**src/hdl/lzss_pkg.sv**
```systemverilog
package lzss_pkg;

    // Ring geometry
    localparam int RING_AW   = 12;
    localparam int LOOKAHEAD = 18;
    localparam int FILL_W    = RING_AW + 1;
    localparam logic [RING_AW-1:0] RING_START = RING_AW'((1 << RING_AW) - LOOKAHEAD);

    // Token lengths and byte counts
    localparam int LEN_W = 5;
    localparam logic [LEN_W-1:0] MIN_MATCH = LEN_W'(3);
    localparam int CNT_W = 29;
    localparam logic [CNT_W-1:0] SIZE_CAP = CNT_W'(32'h1000_0000);

    // Fill bytes of a fresh ring
    localparam logic [7:0] SPACE_BYTE = 8'h20;
    localparam logic [7:0] ZERO_BYTE  = 8'h00;

    // Command queue
    localparam int FIFO_AW = 2;

    // Command kinds
    localparam logic [1:0] CMD_NONE  = 2'd0;
    localparam logic [1:0] CMD_LIT   = 2'd1;
    localparam logic [1:0] CMD_MATCH = 2'd2;

    typedef struct packed {
        logic [7:0] in_byte;
        logic       end_of_input;
    } in_item_t;

    typedef struct packed {
        logic [7:0] out_byte;
        logic       run_last;
        logic       stream_done;
        logic       status;
    } out_item_t;

    typedef struct packed {
        logic [1:0]         kind;
        logic [7:0]         data;
        logic [RING_AW-1:0] pos;
        logic [LEN_W-1:0]   len;
        logic               eoi;
    } cmd_t;

    typedef struct packed {
        logic idle;
        logic err_load;
        logic fresh;
    } back_stat_t;

endpackage

```
**src/hdl/lzss_cmd_fifo.sv**
```systemverilog
module lzss_cmd_fifo (
    input  logic           aclk,
    input  logic           aresetn,
    input  logic           push,
    input  lzss_pkg::cmd_t push_cmd,
    output logic           full,
    input  logic           pop,
    output lzss_pkg::cmd_t pop_cmd,
    output logic           empty
);
    import lzss_pkg::*;

    localparam int DEPTH = 1 << FIFO_AW;

    cmd_t               slot_reg [DEPTH];
    logic [FIFO_AW-1:0] wr_ptr_reg, wr_ptr_next;
    logic [FIFO_AW-1:0] rd_ptr_reg, rd_ptr_next;
    logic [FIFO_AW:0]   count_reg, count_next;
    logic               do_push, do_pop;

    assign full    = (count_reg == (FIFO_AW+1)'(DEPTH));
    assign empty   = (count_reg == '0);
    assign pop_cmd = slot_reg[rd_ptr_reg];
    assign do_push = push && !full;
    assign do_pop  = pop && !empty;

    // Advance pointers and occupancy
    always_comb begin
        wr_ptr_next = do_push ? wr_ptr_reg + FIFO_AW'(1) : wr_ptr_reg;
        rd_ptr_next = do_pop ? rd_ptr_reg + FIFO_AW'(1) : rd_ptr_reg;
        count_next  = count_reg;
        if (do_push && !do_pop) begin
            count_next = count_reg + (FIFO_AW+1)'(1);
        end else if (do_pop && !do_push) begin
            count_next = count_reg - (FIFO_AW+1)'(1);
        end
    end

    always_ff @(posedge aclk) begin
        if (!aresetn) begin
            wr_ptr_reg <= '0;
            rd_ptr_reg <= '0;
            count_reg  <= '0;
        end else begin
            wr_ptr_reg <= wr_ptr_next;
            rd_ptr_reg <= rd_ptr_next;
            count_reg  <= count_next;
        end
    end

    // Store the entry
    always_ff @(posedge aclk) begin
        if (do_push) begin
            slot_reg[wr_ptr_reg] <= push_cmd;
        end
    end

endmodule

```
**config.mk**
```make
export PLATFORM = sky130hd
export DESIGN_NAME = lzss_cmd_fifo
export DESIGN_NICKNAME = d
export VERILOG_FILES = /design/src/hdl/lzss_pkg.sv /design/src/hdl/lzss_cmd_fifo.sv
export SDC_FILE = /design/constraint.sdc
export NUM_CORES = 1
export LEC_CHECK = 0
export BUFFER_PORTS_ARGS = -buffer_cell sky130_fd_sc_hd__buf_2
export CORE_UTILIZATION = 45
export DETAILED_ROUTE_END_ITERATION = 6
export GPL_TIMING_DRIVEN = 0
export PLACE_DENSITY = 0.72
export REMOVE_ABC_BUFFERS = 1
export SKIP_CTS_REPAIR_TIMING = 1
export SLEW_MARGIN = 20
export SYNTH_ARGS = -nofsm -noshare
export SYNTH_HDL_FRONTEND = slang
export SYNTH_SLANG_ARGS = --single-unit
```
**constraint.sdc**
```tcl
create_clock -name aclk -period 2.6 [get_ports aclk]
set_clock_uncertainty 0.2 [all_clocks]
set_input_delay 0.52 -clock aclk [delete_from_list [all_inputs] [get_ports aclk]]
set_output_delay 0.52 -clock aclk [all_outputs]
set_load 0.02 [all_outputs]
```
# Word-level counts from Yosys, hierarchy flattened
# Memory sizes are Yosys's and may differ from the RTL's. A register that Yosys moved wholly into a read port is not among the register bits.
# Cells that the tools add are included.
word_totals:
  reg_bits: 7
  latchBits: 0
  mem_bits_rw: 112
  rom_bits: 0
  wordCells: 25
  n_memories: 1
op_classes:
  add_sub_neg: 4
  multipliers: 0
  n_div: 0
  order_cmp: 0
  n_eq_ne: 1
  n_shift: 0
  n_mux: 6
  bitwise: 0
  n_reduce_logical: 10
memory_table:
  columns: ["memory", "words", "word_bits", "read_ports", "rd_clocked_by_memory_dff", "write_ports", "line", "source"]
  rows:
  - ["slot_reg", 4, 28, 1, 1, 1, "lzss_cmd_fifo.sv:15", "cmd_t slot_reg [DEPTH];"]
ops:
  columns: ["cell", "count"]
  rows:
  - ["$mux W3", 2]
  - ["$add A2 B1 Y2 const B", 2]
  - ["$logic_and A1 B1 Y1", 4]
  - ["$logic_not A1 Y1", 4]
  - ["$mux W2", 2]
  - ["$add A3 B1 Y3 const B", 1]
  - ["$eq A3 B3 Y1 const B", 1]
  - ["$logic_not A3 Y1", 1]
  - ["$sub A3 B1 Y3 const B", 1]
  - ["$mux W1", 2]
  - ["$reduce_bool A2 Y1", 1]

# Longest topological paths before layout
depth:
  depth_word: 7
  ltp_mapped: 9

# Worst setup path after synthesis
# OpenSTA, ideal clock, no wires.
synth_path:
  kind: "register to register"
  from: "register count_reg[0]"
  to: "register count_reg[2]"
  arrival_time_ps: 2030
  path_slack_ps: 294
  stages_incl_launch_ff: 10
  synth_period_minus_slack_ps: 2306
  path_cell_list: "dfxtp_1 -> nor3b_2 -> nor2b_1 -> buf_6 -> ha_1 -> inv_1 -> fa_1 -> xor2_1 -> or3_1 -> a21boi_0"
synth_via:
  elab_chain_cells: 6
  word_cells_on_any_way: 15
synth_lines:
  columns: ["element", "line", "source"]
  rows:
  - ["start: declaration", "lzss_cmd_fifo.sv:18", "logic [FIFO_AW:0] count_reg, count_next;"]
  - ["start signal: assignment", "lzss_cmd_fifo.sv:47", "count_reg <= count_next;"]
  - ["$eq A3 B3 Y1 *", "lzss_cmd_fifo.sv:21", "assign full = (count_reg == (FIFO_AW+1)'(DEPTH));"]
  - ["net full", "lzss_cmd_fifo.sv:6", "output logic full,"]
  - ["$logic_not A1 Y1 *", "lzss_cmd_fifo.sv:24", "assign do_push = push && !full;"]
  - ["$logic_and A1 B1 Y1 *", "lzss_cmd_fifo.sv:24", null]
  - ["net do_push", "lzss_cmd_fifo.sv:19", "logic do_push, do_pop;"]
  - ["$logic_not A1 Y1", "lzss_cmd_fifo.sv:34", "end else if (do_pop && !do_push) begin"]
  - ["$logic_and A1 B1 Y1", "lzss_cmd_fifo.sv:34", null]
  - ["$reduce_bool A2 Y1 (no line)", null, null]
# The timed path passes the listed nets; every way through them passes the cells marked *. The select of a mux whose other input is x is not followed.
# A chain may end at the register's enable or synchronous reset.

==> impl_metrics.ini <==
[grt]
grt.overflow.total = 0
grt_max_degree = 20
grt_pass1_vias = 2177
grt_pass1_wl_um = 11210
antenna_found_initial = 0
track_usage_pct = 15.39

[place]
dp_hpwl_um = 4605
gp_congestion = 0.6578
io_buffer_count = 61
pre_cts_ws_ps = -48.94

[worst_setup_path]
cp_data_required_time_ps = 1880
cp-start-kind = register
reg2reg_depth = 8
r2r-start = count_reg[0]
rrSetupSlack_ps = 240
r2r-end = count_reg[2]
critPathKind = reg -> out
arrival_ps = 1800
crit_path_end_kind = primary output
cp_max_fo = 16

[clock_network]
cts_tree = done
clk_pin_slew_ps = 50
clk_latency_ps = 500
clkSinkCount = 121
cts_buffer_depth = 2
htree_levels = 4
cts_buffers = 17
cts_root_buffer = clkbuf_8

[sta]
maxSlewHeadroom_pct = 71.29
finalMaxSlewViolations = 0
period_needed_ps = 2517
fmax_ghz = 0.3973
finalSetupViolCount = 0
fin_ws_ps = 83.25
tightest_slew_ps = 430.7
holdWs_ps = 34.16
hold_viol = 0
fin_crit_sh_pct = 96.80

[logic_synthesis]
yosysWarnings = 0
yosysUniqueCellTypes = 24
syn_avg_cell_area_um2 = 23.57
ys_seq_elements = 121
ys_seq_area_share_pct = 77.50
netlist_area_um2 = 4572
synthCells = 194

[floorplan]
core_um2 = 9819
fp.dieArea_um2 = 10570
pin_count = 62
fp.dieW_um = 102.8
die_y_um = 102.8
initial_core_util_pct = 46.56
placementRows = 36

[min_path]
whs_endpoint = slot_reg[2][26]
hp-start = push_cmd[26]
hp-class = in -> reg
whs_path_depth = 1

[drt]
drt-total-wl_um = 7330
drtIter0Drc = 55
vias = 2106
drc_errors = 0
via_per_inst = 5.014
wire_per_inst_um = 17.45
dr.pass1.iters = 4
ant_nets = 0

[finish]
largest_register_ffs = 112
area_delta_synth_final_pct = 24.90
drive_gt1_share_pct = 44.60
fill_cells = 747
fin_nets = 312
num_antenna_cells = 0
utilization_pct = 58.15

[flow_run]
cap_violations = 0

[pwr]
finalPower_w = 0.006118
peakVddDrop_mv = 0.4428
p_leak_nw = 1.991
powerDensity_nw_per_um2 = 1071

[outcome]
status = finished clean
-- kinds of logic (layout without fill, tap and decap cells) --
kind of cell	after synthesis	count (layout)	share of synthesized area, %
buf+inv	11	104	2.025
xor+xnor	4	4	0.7664
flops	121	121	77.50
simple gates	17	17	2.217
compound gates	4	4	0.9031
fa+ha+maj	6	6	1.806
mux	31	31	14.78
-- per-layer routing --
| layer | up-vias | wire length [um] | track usage [%] |
|---|---|---|---|
| met5 | - | 0 | 0 |
| met4 | 0 | 29 | 4.875 |
| met3 | 2 | 349 | 6.780 |
| met2 | 56 | 3728 | 24.92 |
| met1 | 1077 | 3223 | 18.65 |
| li1 | 971 | - | - |
-- power by group --
part	switching (W)	internal (W)
combinational	0.000768	0.000691
clock	0.000733	0.00144
sequential	0.000111	0.00238
-- placed cells by master, fill, tap and decap left out, drive strengths merged, types with 2 or more instances in the layout --
cell / netlist / routed
edfxtp: 112 / 112
inv: 3 / 3
mux4: 28 / 28
and2: 8 / 8
xnor2: 3 / 3
clkbuf: 1 / 21
clkinv: 0 / 8
mux2i: 3 / 3
dfxtp: 9 / 9
nor2b: 2 / 2
bufinv: 0 / 3
ha: 5 / 5
buf: 7 / 69
nand2: 4 / 4
-- layout make-up --
cell class,count,area (um^2),area share (%)
Clock buffer,21,429.2,7.515
Inverter,3,11.26,0.1972
Clock inverter,11,128.9,2.257
Multi-Input combinational cell,62,944.7,16.54
Sequential cell,121,3548,62.14
Tap cell,133,166.4,2.914
Timing Repair Buffer,69,481.7,8.436
-- worst max-delay path by stage --
stage | startpoint | endpoint | slack [ps]
floorplan | register | pop_cmd[12] | -180
finish | register | pop_cmd[13] | 80
detailed placement | push | count_reg[2] | -50
global placement | register | pop_cmd[21] | -760
CTS | register | pop_cmd[21] | -360
global route | register | pop_cmd[13] | -2
-- cells in the mapped netlist (all sizes together) --
master | number | share of area, %
nand2 | 4 | 0.33
or3 | 1 | 0.14
nor3 | 1 | 0.11
edfxtp | 112 | 74
and2 | 8 | 1.1
o21ai | 1 | 0.11
xnor2 | 3 | 0.57
ha | 5 | 1.4
o31ai | 1 | 0.27
nor2b | 2 | 0.27
inv | 3 | 0.25
clkbuf | 1 | 0.082
mux4 | 28 | 14
o311ai | 1 | 0.36
nor3b | 1 | 0.27
buf | 7 | 1.7
xor2 | 1 | 0.19
fa | 1 | 0.44
dfxtp | 9 | 3.9
a21boi | 1 | 0.16
mux2i | 3 | 0.66
-- critical path: stages (launching register included) --
cell     delay, ps
dfxtp_4        370
buf_12         190
mux4_1         550
buf_2          180
-- stage by stage --
step / instance area, um^2 / setup TNS, ps / instances
4_1_cts: 5685 / -5853 / 418
2_1_floorplan: 4491 / -2783 / 186
3_3_place_gp: 4962 / -53340 / 380
3_5_place_dp: 5127 / -48.94 / 386
5_1_grt: 5710 / -1.761 / 420
6_report: 5710 / 0 / 420
(Power assumes the default switching activity.)
