[config.mk]
export PLATFORM = sky130hd
export DESIGN_NAME = lzss_front
export DESIGN_NICKNAME = d
export VERILOG_FILES = /design/src/hdl/lzss_pkg.sv /design/src/hdl/lzss_front.sv
export SDC_FILE = /design/constraint.sdc
export NUM_CORES = 1
export LEC_CHECK = 0
export ABC_AREA = 1
export ABC_CLOCK_PERIOD_IN_PS = 1900
export BUFFER_PORTS_ARGS = -buffer_cell sky130_fd_sc_hd__buf_2
export CORE_MARGIN = 10
export CORE_UTILIZATION = 50
export DETAILED_ROUTE_END_ITERATION = 12
export PLACE_DENSITY = 0.78
export SYNTH_ARGS = -nofsm -noshare
export SYNTH_HDL_FRONTEND = slang
export SYNTH_SLANG_ARGS = --single-unit
[constraint.sdc]
create_clock -name aclk -period 1.9 [get_ports aclk]
set_clock_uncertainty 0.15 [all_clocks]
set_input_delay 0.095 -clock aclk [delete_from_list [all_inputs] [get_ports aclk]]
set_output_delay 0.095 -clock aclk [all_outputs]
set_load 0.02 [all_outputs]
[src/hdl/lzss_pkg.sv]
package lzss_pkg;

    // Ring geometry
    localparam int RING_AW   = 12;
    localparam int LOOKAHEAD = 18;
    localparam int FILL_W    = RING_AW + 1;
    localparam logic [RING_AW-1:0] RING_START = RING_AW'((1 << RING_AW) - LOOKAHEAD);

    // Token lengths and byte counts
    localparam int LEN_W = 5;
    localparam logic [LEN_W-1:0] MIN_MATCH = LEN_W'(3);
    localparam int CNT_W = 29;
    localparam logic [CNT_W-1:0] SIZE_CAP = CNT_W'(32'h1000_0000);

    // Fill bytes of a fresh ring
    localparam logic [7:0] SPACE_BYTE = 8'h20;
    localparam logic [7:0] ZERO_BYTE  = 8'h00;

    // Command queue
    localparam int FIFO_AW = 2;

    // Command kinds
    localparam logic [1:0] CMD_NONE  = 2'd0;
    localparam logic [1:0] CMD_LIT   = 2'd1;
    localparam logic [1:0] CMD_MATCH = 2'd2;

    typedef struct packed {
        logic [7:0] in_byte;
        logic       end_of_input;
    } in_item_t;

    typedef struct packed {
        logic [7:0] out_byte;
        logic       run_last;
        logic       stream_done;
        logic       status;
    } out_item_t;

    typedef struct packed {
        logic [1:0]         kind;
        logic [7:0]         data;
        logic [RING_AW-1:0] pos;
        logic [LEN_W-1:0]   len;
        logic               eoi;
    } cmd_t;

    typedef struct packed {
        logic idle;
        logic err_load;
        logic fresh;
    } back_stat_t;

endpackage

[src/hdl/lzss_front.sv]
module lzss_front (
    input  logic               aclk,
    input  logic               aresetn,
    input  logic               s_valid,
    output logic               s_ready,
    input  lzss_pkg::in_item_t s_data,
    output logic               cmd_push,
    output lzss_pkg::cmd_t     cmd,
    input  logic               fifo_full
);
    import lzss_pkg::*;

    localparam logic [1:0] PH_FLAG  = 2'd0;
    localparam logic [1:0] PH_TOKEN = 2'd1;
    localparam logic [1:0] PH_HIGH  = 2'd2;

    logic [1:0] phase_reg, phase_next;
    logic [7:0] flags_reg, flags_next;
    logic [3:0] left_reg, left_next;
    logic [7:0] low_reg, low_next;
    logic       accept;
    logic [3:0] left_dec;
    logic [1:0] phase_adv;

    assign s_ready = !fifo_full;
    assign accept  = s_valid && s_ready;

    // Step to the next flag bit
    assign left_dec  = (left_reg != 4'd0) ? left_reg - 4'd1 : left_reg;
    assign phase_adv = (left_dec != 4'd0) ? PH_TOKEN : PH_FLAG;

    // Classify each transfer into a command
    always_comb begin
        phase_next = phase_reg;
        flags_next = flags_reg;
        left_next  = left_reg;
        low_next   = low_reg;
        cmd.kind   = CMD_NONE;
        cmd.data   = s_data.in_byte;
        cmd.pos    = {s_data.in_byte[7:4], low_reg};
        cmd.len    = {1'b0, s_data.in_byte[3:0]} + MIN_MATCH;
        cmd.eoi    = s_data.end_of_input;
        if (accept) begin
            case (phase_reg)
                PH_FLAG: begin
                    flags_next = s_data.in_byte;
                    left_next  = 4'd8;
                    phase_next = PH_TOKEN;
                end
                PH_TOKEN: begin
                    if (flags_reg[0]) begin
                        cmd.kind   = CMD_LIT;
                        cmd.len    = LEN_W'(1);
                        flags_next = {1'b0, flags_reg[7:1]};
                        left_next  = left_dec;
                        phase_next = phase_adv;
                    end else begin
                        low_next   = s_data.in_byte;
                        phase_next = PH_HIGH;
                    end
                end
                PH_HIGH: begin
                    cmd.kind   = CMD_MATCH;
                    flags_next = {1'b0, flags_reg[7:1]};
                    left_next  = left_dec;
                    phase_next = phase_adv;
                end
                default: begin
                    phase_next = PH_FLAG;
                end
            endcase
            // Restart parsing after the last byte of a stream
            if (s_data.end_of_input) begin
                phase_next = PH_FLAG;
                flags_next = 8'd0;
                left_next  = 4'd0;
                low_next   = 8'd0;
            end
        end
    end

    // Queue only commands that can cause results
    assign cmd_push = accept && ((cmd.kind != CMD_NONE) || s_data.end_of_input);

    always_ff @(posedge aclk) begin
        if (!aresetn) begin
            phase_reg <= PH_FLAG;
            flags_reg <= 8'd0;
            left_reg  <= 4'd0;
            low_reg   <= 8'd0;
        end else begin
            phase_reg <= phase_next;
            flags_reg <= flags_next;
            left_reg  <= left_next;
            low_reg   <= low_next;
        end
    end

endmodule

=== Word level (Yosys, flattened, before mapping) ===
Cells that the tools add are included.

* Word-level logic and storage cells: 44
* Output and inout bits: 30
* Input bits: 13
* Flip-flop bits (word level): 22

* Reductions and logical operators: 13
* Equality and inequality tests: 4
* Add/subtract/negate cells: 2
* Mux-type cells: 20

{| class="wikitable"
|+ Operators by type and width
! kind !! count
|-
| 8-bit 2-to-1 mux || 5
|-
| 8-bit one-hot mux with 3 select lines || 1
|-
| 5-bit 2-to-1 mux || 3
|-
| 4-bit 2-to-1 mux || 3
|-
| 4-bit one-hot mux with 3 select lines || 1
|-
| 4-bit nonzero test || 3
|-
| 2-bit 2-to-1 mux || 3
|-
| 2-bit one-hot mux with 3 select lines || 1
|-
| 3-bit AND reduction || 2
|-
| 4-bit by 2-bit adder with 5-bit output, second input constant || 1
|-
| 2-bit one-hot mux with 2 select lines || 1
|-
| 2-bit nonzero test || 2
|-
| 4-bit by 1-bit subtractor with 4-bit output, second input constant || 1
|-
| 3-bit inequality test, second input constant || 1
|-
| 2-bit by 1-bit == test with 1-bit output, second input constant || 1
|-
| 2-bit == test, second input constant || 1
|-
| 1-bit logical AND || 2
|-
| 2-bit logical NOT || 1
|-
| 1-bit 2-to-1 mux || 2
|-
| 2-bit inequality test, second input constant || 1
|-
| 2-bit AND reduction || 1
|-
| 1-bit logical NOT || 1
|-
| 1-bit logical OR || 1
|}

=== Longest topological paths before layout ===
* Depth after elaboration: 7
* Mapped depth: 13
* Depth with buffers taken out: 13

=== Worst setup path before layout ===
No wires, ideal clock.

* Kind: register to output
* From: register phase_reg[1]
* To: output cmd[5] (netlist name)
* Stages on the path, launching flop included: 6
* Required time: 1.655 ns
* Buffers on the path: 0
* Arrival time: 1.542 ns
* Slack: 0.113 ns
* Path through: dfxtp_1 -> inv_1 -> ha_1 -> nand2_1 -> nor2_1 -> nor4_1

{| class="wikitable"
|+ RTL lines
! item !! RTL line !! RTL
|-
| start: declaration || lzss_front.sv:17 || <nowiki>logic [1:0] phase_reg, phase_next;</nowiki>
|-
| start signal: assignment || lzss_front.sv:92 || <nowiki>phase_reg <= phase_next;</nowiki>
|-
| end: declaration || lzss_front.sv:8 || <nowiki>output lzss_pkg::cmd_t cmd,</nowiki>
|}

==> out/qor.txt <==
status: finished clean
Cells after Synth: 196
Setup-failing EPs final: 0
Num CTS Buffers: 3
wire per inst: 13.1 um
post-layout instance area: 1680 sq um
Reg area: 443 sq um
Slew Viols, Final: 0
Min-Delay Path Class: primary input to register
Mapped Area: 1370 sq um
GP Congestion: 0.815
initial DRC count: 69
number of I/O port buffers: 42
initial antenna violation count: 0
H-tree levels: 1
final setup TNS: 0 ns
fin nets: 258
GRT Total Usage: 13.6%
WP data required: 1.65 ns
Final Worst Setup Slack: 0.0977 ns
die height: 72.3 um
via density per instance: 5.02
worst hold slack: 0.0908 ns
Critical Path Source Type: register
remaining antenna violation count: 0
post-synthesis sequential area ratio: 32.2%
Worst setup EP type: primary output
power per cell area: 647 nW/um^2
register bit total from synthesis: 22
first-pass GRT wire length: 5890 um
Synth-to-Final Area Change: 23.2%
WS Path Type: register to primary output
CTS tree: built
VDD IR-drop max: 0.000347 V
worst skew pair latency: 0.31 ns
Site Rows: 18
distinct cell type count after synthesis: 27
dpl ws: 0.138 ns
synth warn: 0
final design utilization: 66.1%
CTS clock-pin slew for the worst setup and hold paths: 0.13 ns
Cell Area, Placed: 1500 sq um
max cap viols: 0
slowest stage delay, CP: 0.36 ns
Buf/Inv on CP: 2
Syn Nets: 216
Post-Syn Area per Cell: 6.97 sq um
WL final: 3500 um
number of global-route vias before repair: 1,317
WP data arrival: 1.56 ns
Antenna Cells: 0
CTS Root Cell: clkbuf_4
die width: 72.3 um
grt total ovfl: 0
worst path cell trace: inv_1, ha_1, nand2_1, nor2_2, nor2_1, buf_2
CP Max Fanout: 5
core area: 2540 sq um
Max Buffers Root-to-Sink: 2
share of layout cells above drive strength 1: 28.7%
worst slew pin tran: 0.664 ns
vias: 1,340
IO Pins: 43
detailed placer's ending HPWL: 2500 um
Slowest-stage cell, CP: dfxtp_2
Fmax achieved: 555 MHz
clk sink count: 22
minimum clock period: 1.80 ns
die area: 5220 sq um
# DRC: 0
Tcrit/Tclk final: 94.9%
Initial Utilization: 53.7%
setup repair after global routing missed its margin: yes
pin count of the biggest net entering global routing: 21
Fill cells: 235
critical path's top delay family: simple AND/OR/NAND/NOR gates
Final Hold Viols: 0
TritonRoute pass-1 iters: 4
Pleak: 0.800 nW
area occupied by multi-input gates: 736 sq um
Slew Limit Headroom: 55.7%
==> power breakdown <==
part,internal [mW],switching (mW),leakage (nW)
clock,0.213,0.155,0.0279
combinational,0.0839,0.154,0.593
sequential,0.473,0.00986,0.179
==> worst register-to-register path: cells and delay by family (launching register included) <==
kind                       cells  cell delay (ns)
DFF                            1             0.37
buffers and inverters          2             0.18
adders and majority gates      1             0.34
and+or+nand+nor                3             0.30
AOI/OAI and AO/OA              2             0.38
==> stage by stage <==
step / cells / power, mW
finish: 267 / 1.09
global route: 267 / 1.14
CTS: 266 / 1.09
detailed placement: 252 / 0.707
global placement: 252 / 0.706
floorplan: 196 / 0.657
==> synth_stat cells, drive strengths merged <==
cell type,count,area [sq um]
a211oi,1,7.51
a21oi,24,139
a31oi,1,6.26
buf,15,110
clkbuf,2,7.51
dfxtp,22,440
ha,7,87.6
inv,23,86.3
nand2,59,229
nand3,11,60.1
nand4,2,12.5
nor2,16,86.3
nor3,1,10.0
nor4,1,6.26
o21ai,9,60.1
xor2,2,17.5
==> cells by family (layout without fill, tap and decap cells) <==
group | count (synthesis) | after routing | share of synthesized area, %
compound gates | 35 | 35 | 15.6
fa+ha+maj | 7 | 7 | 6.41
flops | 22 | 22 | 32.2
simple gates | 90 | 90 | 29.6
buf+inv | 40 | 81 | 14.9
xor+xnor | 2 | 2 | 1.28
==> layer usage <==
layer  global-route usage (%)  part of all wire, %  vias to the layer above
met5                        0                    0                        -
li1                         -                    -                      692
met2                     22.2                   47                       39
met4                     5.38                  1.7                        0
met3                     4.76                  7.2                        6
met1                     15.7                   45                      603
==> what timing repair did <==
| action | in CTS | in global routing |
|---|---|---|
| buffers inserted | 0 | 1 |
| gates resized for setup | 1 | 5 |
| pin swaps | 0 | 1 |
| hold buffers | 10 | 0 |
| setup endpoints to repair | 1 | 10 |
| hold endpoints to repair | 13 | 0 |
==> cell usage in the layout (no fill, tap or decap), types with 3 or more instances in the layout <==
master,n
a21oi_1,21
buf_2,41
buf_4,3
clkbuf_4,3
dfxtp_1,20
dlygate4sd3_1,10
ha_1,7
inv_1,20
inv_2,3
nand2_1,56
nand3_1,10
nor2_1,12
o21ai_0,7
==> path summary, 6_finish.rpt <==
check / start / endpoint / slack, ns / depth (start not counted)
max: phase_reg[1] / cmd[3] / 0.1 / 6
min: s_valid / phase_reg[0] / 0.09 / 4
max reg2reg: phase_reg[0] / flags_reg[4] / 0.11 / 8
min reg2reg: low_reg[3] / low_reg[3] / 0.32 / 2
==> cell type report <==
cell class / instances / area share (%)
Clock buffer: 3 / 1.34
Clock inverter: 1 / 1.78
Inverter: 23 / 5.13
Multi-Input combinational cell: 134 / 43.7
Sequential cell: 22 / 26.3
Tap cell: 30 / 2.23
Timing Repair Buffer: 54 / 19.5
Note: power is estimated with default switching activity, not from simulation.
